===== config.mk =====
export PLATFORM = sky130hd
export DESIGN_NAME = multicore_interrupt_alarm_controller_core
export DESIGN_NICKNAME = d
export VERILOG_FILES = /design/src/rtl/mcia_pkg.sv /design/src/rtl/mcia_lane.sv /design/src/rtl/multicore_interrupt_alarm_controller_core.sv
export SDC_FILE = /design/constraint.sdc
export NUM_CORES = 2
export LEC_CHECK = 0
export CAP_MARGIN = 20
export CORE_AREA = 2 2 262 264
export CTS_BUF_LIST = sky130_fd_sc_hd__clkbuf_8
export CTS_CLUSTER_DIAMETER = 120
export DETAILED_ROUTE_END_ITERATION = 16
export DIE_AREA = 0 0 264 266
export DONT_BUFFER_PORTS = 1
export PLACE_DENSITY = 0.81
export SYNTH_ARGS = -nofsm -noshare
export SYNTH_HDL_FRONTEND = slang
export SYNTH_HIERARCHICAL = 1
export SYNTH_SLANG_ARGS = --single-unit

===== constraint.sdc =====
create_clock -name clock -period 22 [get_ports clock]
set_input_delay 4.4 -clock clock [delete_from_list [all_inputs] [get_ports clock]]
set_output_delay 4.4 -clock clock [all_outputs]
set_load 0.005 [all_outputs]

===== src/rtl/mcia_pkg.sv =====
// Shared types and constants for the multicore interrupt/alarm controller.
// No dependencies; used by mcia_lane and the controller core.
package mcia_pkg;

   // Number of cores served (1 to 4).
   localparam int NUM_CORES = 3;

   // Width of the per-core alarm-fired field in the result word.
   localparam int FIRED_W = 3;

   localparam logic [63:0] NEVER_TIME = 64'hFFFF_FFFF_FFFF_FFFF;

   // Request codes
   localparam logic [2:0] REQ_POST      = 3'd0;
   localparam logic [2:0] REQ_CLEAR     = 3'd1;
   localparam logic [2:0] REQ_SET_MASK  = 3'd2;
   localparam logic [2:0] REQ_CHECK     = 3'd3;
   localparam logic [2:0] REQ_SET_ALARM = 3'd4;
   localparam logic [2:0] REQ_TICK      = 3'd5;

   // Configuration register indexes
   localparam logic [1:0] CSR_NONMASKABLE = 2'd0;
   localparam logic [1:0] CSR_ALARM_FLAG  = 2'd1;
   localparam logic [1:0] CSR_DEBUG_BREAK = 2'd2;

   typedef struct packed {
      logic [2:0]  req_type;
      logic [1:0]  core_index;
      logic [31:0] flags;
      logic [31:0] new_mask;
      logic        breakpoint_hit;
      logic [63:0] wake_time;
      logic [63:0] current_time;
   } req_word_type;

   typedef struct packed {
      logic [31:0]        mask_out;
      logic               deliver;
      logic [31:0]        delivered_flags;
      logic [FIRED_W-1:0] alarms_fired;
   } rsp_word_type;

   typedef struct packed {
      logic [31:0] nonmaskable_bits;
      logic [31:0] alarm_flag_bits;
      logic [31:0] debug_break_bits;
   } cfg_type;

   // One-hot operation strobes for one core, already qualified by the
   // pipeline advance.
   typedef struct packed {
      logic        tick;
      logic        post;
      logic        clear;
      logic        set_mask;
      logic        check;
      logic        set_alarm;
      logic        debug_post;
      logic [31:0] flags;
      logic [31:0] new_mask;
      logic [63:0] wake_time;
      logic [63:0] current_time;
   } lane_cmd_type;

   typedef struct packed {
      logic [31:0] mask;
      logic [31:0] pending;
      logic        fired;
   } lane_stat_type;

endpackage


===== src/rtl/mcia_lane.sv =====
// State of one core: pending flags, enable mask and alarm deadline.
// Depends on mcia_pkg for the command, status and configuration types.
module mcia_lane (
   input  logic                  clock,
   input  logic                  reset,
   input  mcia_pkg::cfg_type     cfg,
   input  mcia_pkg::lane_cmd_type cmd,
   output mcia_pkg::lane_stat_type stat
);
   import mcia_pkg::*;

   logic [31:0] pending_ff, pending_in;
   logic [31:0] mask_ff, mask_in;
   logic [63:0] deadline_ff, deadline_in;
   logic        due;

   assign due = (deadline_ff != NEVER_TIME) && (deadline_ff <= cmd.current_time);

   always_comb begin
      pending_in  = pending_ff;
      mask_in     = mask_ff;
      deadline_in = deadline_ff;
      if (cmd.tick && due) begin
         // disarm and raise the alarm flags
         deadline_in = NEVER_TIME;
         pending_in  = pending_ff | cfg.alarm_flag_bits;
      end
      if (cmd.post) begin
         pending_in = pending_ff | cmd.flags;
      end
      if (cmd.clear) begin
         pending_in = pending_ff & ~cmd.flags;
      end
      if (cmd.set_mask) begin
         mask_in = cmd.new_mask;
      end
      if (cmd.check) begin
         // drop every enabled bit
         pending_in = pending_ff & ~(mask_ff | cfg.nonmaskable_bits);
      end
      if (cmd.debug_post) begin
         pending_in = pending_ff | cfg.debug_break_bits;
      end
      if (cmd.set_alarm) begin
         deadline_in = cmd.wake_time;
      end
   end

   always_ff @(posedge clock) begin
      if (reset) begin
         pending_ff  <= '0;
         mask_ff     <= '0;
         deadline_ff <= NEVER_TIME;
      end else begin
         pending_ff  <= pending_in;
         mask_ff     <= mask_in;
         deadline_ff <= deadline_in;
      end
   end

   assign stat.mask    = mask_ff;
   assign stat.pending = pending_ff;
   assign stat.fired   = cmd.tick && due;

endmodule


===== src/rtl/multicore_interrupt_alarm_controller_core.sv =====
// Multicore interrupt/alarm controller: per-core pending flags, masks, alarms.
// Depends on mcia_pkg and mcia_lane. A request is held in the input register,
// then its result word in the result register. Throughput: one request word per
// cycle while the result is not stalled; the per-core state update and result
// are computed in a single pass from the input register.
// Synchronous reset clears masks and flags, disarms all alarms.
module multicore_interrupt_alarm_controller_core (
   input  logic                   clock,
   input  logic                   reset,
   // request channel
   input  logic                   req_valid,
   output logic                   req_stall,
   input  mcia_pkg::req_word_type req_word,
   // result channel
   output logic                   rsp_valid,
   input  logic                   rsp_stall,
   output mcia_pkg::rsp_word_type rsp_word,
   // configuration write channel
   input  logic                   csr_valid,
   output logic                   csr_ready,
   input  logic [1:0]             csr_index,
   input  logic [31:0]            csr_data
);
   import mcia_pkg::*;

   // ---------------------------------------------------------------
   // Config registers, always ready; user writes only while idle, not enforced.
   // ---------------------------------------------------------------
   cfg_type cfg_ff, cfg_in;

   assign csr_ready = 1'b1;

   always_comb begin
      cfg_in = cfg_ff;
      if (csr_valid) begin
         case (csr_index)
            CSR_NONMASKABLE: cfg_in.nonmaskable_bits = csr_data;
            CSR_ALARM_FLAG:  cfg_in.alarm_flag_bits  = csr_data;
            CSR_DEBUG_BREAK: cfg_in.debug_break_bits = csr_data;
            default:         cfg_in = cfg_ff;  // unmapped index: drop
         endcase
      end
   end

   always_ff @(posedge clock) begin
      if (reset) begin
         cfg_ff.nonmaskable_bits <= 32'h0000_0000;
         cfg_ff.alarm_flag_bits  <= 32'h0000_0001;
         cfg_ff.debug_break_bits <= 32'h0000_0002;
      end else begin
         cfg_ff <= cfg_in;
      end
   end

   // ---------------------------------------------------------------
   // Input register. It refills in the same cycle it hands its word
   // on, so a stalled result only backs up once both stages are full.
   // ---------------------------------------------------------------
   req_word_type in_word_ff;
   logic         in_valid_ff, in_valid_in;
   logic         advance;
   logic         req_accept;

   logic         rsp_valid_ff, rsp_valid_in;
   rsp_word_type rsp_word_ff, rsp_word_in;

   // The compute stage moves when it holds a word and the result slot is
   // empty or being emptied this cycle.
   assign advance    = in_valid_ff && (!rsp_valid_ff || !rsp_stall);
   assign req_stall  = in_valid_ff && !advance;
   assign req_accept = req_valid && !req_stall;
   assign in_valid_in = req_accept || (in_valid_ff && !advance);

   always_ff @(posedge clock) begin
      if (reset) begin
         in_valid_ff <= 1'b0;
      end else begin
         in_valid_ff <= in_valid_in;
      end
   end

   always_ff @(posedge clock) begin
      if (req_accept) begin
         in_word_ff <= req_word;
      end
   end

   // ---------------------------------------------------------------
   // Decode the held request.
   // ---------------------------------------------------------------
   logic core_ok;
   logic is_post, is_clear, is_set_mask, is_check, is_set_alarm, is_tick;

   assign core_ok = int'(in_word_ff.core_index) < NUM_CORES;

   always_comb begin
      is_post      = 1'b0;
      is_clear     = 1'b0;
      is_set_mask  = 1'b0;
      is_check     = 1'b0;
      is_set_alarm = 1'b0;
      is_tick      = 1'b0;
      case (in_word_ff.req_type)
         REQ_POST:      is_post      = 1'b1;
         REQ_CLEAR:     is_clear     = 1'b1;
         REQ_SET_MASK:  is_set_mask  = 1'b1;
         REQ_CHECK:     is_check     = 1'b1;
         REQ_SET_ALARM: is_set_alarm = 1'b1;
         REQ_TICK:      is_tick      = 1'b1;
         default:       ;  // unknown request: touch nothing
      endcase
   end

   // ---------------------------------------------------------------
   // Per-core state. Each lane gets strobes only on an advancing word;
   // a breakpoint check posts the debug bits to every other core.
   // ---------------------------------------------------------------
   lane_cmd_type  lane_cmd  [NUM_CORES];
   lane_stat_type lane_stat [NUM_CORES];
   logic [NUM_CORES-1:0] lane_sel;
   logic [NUM_CORES-1:0] lane_fired;

   for (genvar gi = 0; gi < NUM_CORES; gi++) begin : g_lane
      logic own;
      logic other;

      assign lane_sel[gi] = core_ok && (int'(in_word_ff.core_index) == gi);
      assign own   = advance && lane_sel[gi];
      assign other = advance && core_ok && !lane_sel[gi];

      assign lane_cmd[gi].tick         = advance && is_tick;
      assign lane_cmd[gi].post         = own && is_post;
      assign lane_cmd[gi].clear        = own && is_clear;
      assign lane_cmd[gi].set_mask     = own && is_set_mask;
      assign lane_cmd[gi].check        = own && is_check;
      assign lane_cmd[gi].set_alarm    = own && is_set_alarm;
      assign lane_cmd[gi].debug_post   = other && is_check && in_word_ff.breakpoint_hit;
      assign lane_cmd[gi].flags        = in_word_ff.flags;
      assign lane_cmd[gi].new_mask     = in_word_ff.new_mask;
      assign lane_cmd[gi].wake_time    = in_word_ff.wake_time;
      assign lane_cmd[gi].current_time = in_word_ff.current_time;

      mcia_lane u_lane (
         .clock (clock),
         .reset (reset),
         .cfg   (cfg_ff),
         .cmd   (lane_cmd[gi]),
         .stat  (lane_stat[gi])
      );

      assign lane_fired[gi] = lane_stat[gi].fired;
   end

   // ---------------------------------------------------------------
   // Result: select the addressed core's mask and flags (zero when the
   // core number is out of range), then evaluate the check.
   // ---------------------------------------------------------------
   logic [31:0] sel_mask;
   logic [31:0] sel_pending;
   logic [31:0] enabled;
   logic [31:0] taken;
   logic        hit;

   always_comb begin
      sel_mask    = '0;
      sel_pending = '0;
      for (int i = 0; i < NUM_CORES; i++) begin
         if (lane_sel[i]) begin
            sel_mask    = sel_mask | lane_stat[i].mask;
            sel_pending = sel_pending | lane_stat[i].pending;
         end
      end
   end

   assign enabled = sel_mask | cfg_ff.nonmaskable_bits;
   assign taken   = sel_pending |
                    (in_word_ff.breakpoint_hit ? cfg_ff.debug_break_bits : 32'h0);
   assign hit     = is_check && core_ok && ((taken & enabled) != 32'h0);

   always_comb begin
      rsp_word_in.mask_out        = sel_mask;
      rsp_word_in.deliver         = hit;
      rsp_word_in.delivered_flags = hit ? taken : 32'h0;
      // only the first FIRED_W cores are reported
      rsp_word_in.alarms_fired    = FIRED_W'(lane_fired);
   end

   // ---------------------------------------------------------------
   // Result register: load on advance, hold while stalled.
   // ---------------------------------------------------------------
   assign rsp_valid_in = advance || (rsp_valid_ff && rsp_stall);

   always_ff @(posedge clock) begin
      if (reset) begin
         rsp_valid_ff <= 1'b0;
      end else begin
         rsp_valid_ff <= rsp_valid_in;
      end
   end

   always_ff @(posedge clock) begin
      if (advance) begin
         rsp_word_ff <= rsp_word_in;
      end
   end

   assign rsp_valid = rsp_valid_ff;
   assign rsp_word  = rsp_word_ff;

   // ---------------------------------------------------------------
   // Checks
   // ---------------------------------------------------------------
   a_fire_only_on_tick : assert property (@(posedge clock) disable iff (reset)
      (advance && (lane_fired != '0)) |-> is_tick)
      else $error("alarm fired outside a tick");

   a_deliver_has_flags : assert property (@(posedge clock) disable iff (reset)
      (rsp_valid_ff && rsp_word_ff.deliver) |-> (rsp_word_ff.delivered_flags != 32'h0))
      else $error("delivered with empty flags");

   a_no_word_lost : assert property (@(posedge clock) disable iff (reset)
      (in_valid_ff && rsp_valid_ff && rsp_stall) |=> (in_valid_ff && rsp_valid_ff))
      else $error("held word dropped under stall");

   a_drain : assert property (@(posedge clock) disable iff (reset)
      (rsp_valid_ff && !rsp_stall && !in_valid_ff) |=> !rsp_valid_ff)
      else $error("result repeated after it was taken");

   a_reset_empty : assert property (@(posedge clock)
      reset |=> (!rsp_valid_ff && !in_valid_ff))
      else $error("pipeline not empty after reset");

endmodule

==> metrics.md <==
| Metric | Value |
|---|---|
| Synth area leaders | `dfxtp_1 (26%), edfxtp_1 (22%), mux2i_1 (7.0%)` |
| Max-cap viol count | `0` |
| Number of global-route vias before repair | `28810` |
| Cts hold-fix bufs | `0` |
| Combinational share of power | `0.064` |
| Clock power frac | `0.412` |
| Nature of the critical path startpoint | `primary input` |
| CTS buffer count | `117` |
| Worst path required time | `17.60 ns` |
| Yosys top cell by area | `dfxtp_1` |
| Initial Util | `0.5430` |
| Pleak | `14.18 nW` |
| Int Pwr | `2.158 mW` |
| Final WS setup | `12.97 ns` |
| Syn avg cell area | `between 10 and 15 µm²` |
| RD Place Congestion | `about 0.94` |
| Flops & latches, synth | `between 700 and 800` |
| Crit-path slowest cell | `and3_1` |
| Pwr dens | `72.93 nW/µm²` |
| Most frequent cells in the layout | `dfxtp_1 (482), nand2_1 (411), inv_1 (305)` |
| Chip width | `about 260 µm` |
| Area Overhead vs Synth | `8.098%` |
| Max Fclk | `around 0.11 GHz` |
| Pre-CTS setup slack | `12.38 ns` |
| Clock Skew | `around 0.065 ns` |
| Commonest non-fill, non-tap cell in the layout | `dfxtp_1` |
| Total die area | `70220 µm²` |
| Final instance area | `a little under 40000 µm²` |
| Max-slew violations | `0` |
| Worst skew pair latency | `slightly below 0.8 ns` |
| Routed Wire Length | `115.5 mm` |
| Minimum clock period | `approximately 9 ns` |
| Core Area | `67750 µm²` |
| DRC Markers | `0` |
| Root Driver | `clkbuf_8` |
| Synth Cell Area | `~37000 µm²` |
| Pre-antenna DRT Iters | `6` |
| Row cnt | `96` |
| CTS tree | `built` |
| Number of I/O pins | `a little over 300` |
| Switching share of power | `0.2560` |
| Count of flip-flops with a built-in enable after synthesis | `266` |
| Final setup TNS | `0 ns` |
| RSZ-0062 raised after global routing | `no` |
| Post-synth top area share | `0.2623` |
| Register-to-register path setup slack | `between 15 and 20 ns` |
| Sequential share of power | `0.525` |
| Initial antenna violation count | `16` |
| Routed vias | `about 30000` |
| FILL cells | `5540` |
| WP buf/inv | `0` |
| Clock transition at path regs | `0.06 ns` |
| Fin crit share | `0.4106` |
| I/O Buffers | `0` |
| DR vias/cell | `6.542` |
| Post-CTS sizing | `0` |
| Max Buffers Root-to-Sink | `3` |
| H-Tree Level Count | `3` |
| CP peak stage delay | `0.23 ns` |
| Sw power | `0.7424 mW` |
| Chip Height | `266 µm` |
| Worst path top cell family by delay | `simple AND/OR/NAND/NOR gates` |
| Worst hold slack | `0.4913 ns` |
| Final setup violation count | `0` |
| CP Class | `in2out` |
| Final #Nets | `4016` |
| Total track usage | `0.3193` |
| First-pass GRT wire length | `172.2 mm` |
| CTS sink count | `748` |
| Fraction of layout cells with a size suffix above 1 | `0.08103` |
| Async SR Flop Fraction | `0` |
| Congestion Overflow GR | `0` |
| Placed Area | `37270 µm²` |
| Seq/Total Area, Yosys | `0.4794` |
| Post-Synthesis Cells | `3659` |
| Final antenna-violating net count | `0` |
| CP Capture Type | `output pin` |
| Hold Crit Class | `reg2reg` |
| Net Count, Synth | `4088` |
| Crit path cell chain | `and3_1` |
| Syn. warnings | `6` |
| Worst-Margin Slew | `1.225 ns` |
| Setup bufs post-CTS | `0` |
| Largest net degree at the start of global routing | `237` |
| Max IR drop VDD | `roughly 80 µV` |
| Hpwl dp | `between 70 and 80 mm` |
| Status | `finished, final reports clean` |
| Final Hold Vio Count | `0` |
| WL per Instance | `25.19 µm` |
| Iteration-0 DRC Markers | `3952` |
| Ys flop type | `dfxtp_1` |
| CP max FO | `3` |
| Slew headroom | `0.1795` |
| CP arrival | `4.63 ns` |
| Yosys cell types | `68` |
==> flip-flops by register name, summed over array words and instances (netlist names) <==
register / cells
cfg_ff: 96
g_lane.u_lane/deadline_ff: 192
g_lane.u_lane/mask_ff: 96
g_lane.u_lane/pending_ff: 96
in_valid_ff: 1
in_word_ff: 198
rsp_valid: 1
rsp_word: 68
==> per-layer routing <==
metal / vias up / global-route usage / share of wire
li1: 13370 / - / -
met1: 14250 / 0.3969 / 0.38
met2: 1868 / 0.4979 / 0.44
met3: 483 / 0.08558 / 0.11
met4: 10 / 0.1935 / 0.063
met5: - / 0 / 0.00061
==> stage by stage <==
stage	power, mW	instances	utilization
6_report	2.900	4583	0.5870
5_1_grt	2.988	4578	0.5868
4_1_cts	2.899	4568	0.5853
3_5_place_dp	1.727	4346	0.5501
3_3_place_gp	1.720	4345	0.5500
2_1_floorplan	1.676	3659	-
==> worst register-to-register path: cells and delay by family, from the launching register on <==
kind,cells,cell delay [ns]
flops,1,0.37
compound gates,3,1.03
buf+inv,5,2.39
simple gates,6,1.76
==> cells by family (layout without fill, tap and decap cells) <==
logic type,Yosys count,after routing,share of synthesized area
AO/OA/AOI/OAI,946,946,0.1971
buffers and inverters,508,539,0.05854
flip-flops,748,748,0.4794
AND/OR/NAND/NOR,1007,1007,0.1296
multiplexers,257,257,0.06993
other,1,12,0.0001019
adder cells (fa/ha/maj),192,192,0.06530
==> power groups by stage <==
stage               Combinational [mW]  Sequential (mW)  Clock [mW]
floorplan                        0.140             1.54           0
global placement                 0.172             1.55           0
detailed placement               0.178             1.55           0
CTS                              0.179             1.52        1.20
global route                     0.201             1.52        1.26
finish                           0.185             1.52        1.19
==> final cells by class <==
cell class                      count  area [µm²]  share of cell area
Clock buffer                      132        1817             0.04569
Timing Repair Buffer               51       455.4             0.01145
Sequential cell                   748       17640              0.4435
Clock inverter                     90       565.5             0.01422
Antenna cell                       11       27.53           0.0006922
Tap cell                          882        1104             0.02775
Multi-Input combinational cell   2403       17160              0.4316
Inverter                          266       998.5             0.02511
==> path summary, 6_finish.rpt <==
path              startpoint                               to  depth (start not counted)
setup / recovery   rsp_stall                        req_stall                          1
hold / removal    cfg_ff[72]                       cfg_ff[72]                          2
setup reg to reg   rsp_valid  g_lane[0].u_lane/pending_ff[13]                         14
hold reg to reg   cfg_ff[72]                       cfg_ff[72]                          2
==> cells in the mapped netlist, types with 37 or more instances <==
cell and instances:
clkbuf_1 167, nand3b_1 37, a21oi_1 196, inv_1 264, o32a_1 62, edfxtp_1 266
dfxtp_1 482, o21ai_0 157, nor2_1 263, mux2i_1 257, nand4_1 96, nand2b_1 99
o22a_1 192, o211ai_1 70, ha_1 192, o2111a_1 62, nand2_1 413, o31a_1 62
Note: power is estimated with default switching activity, not from simulation.
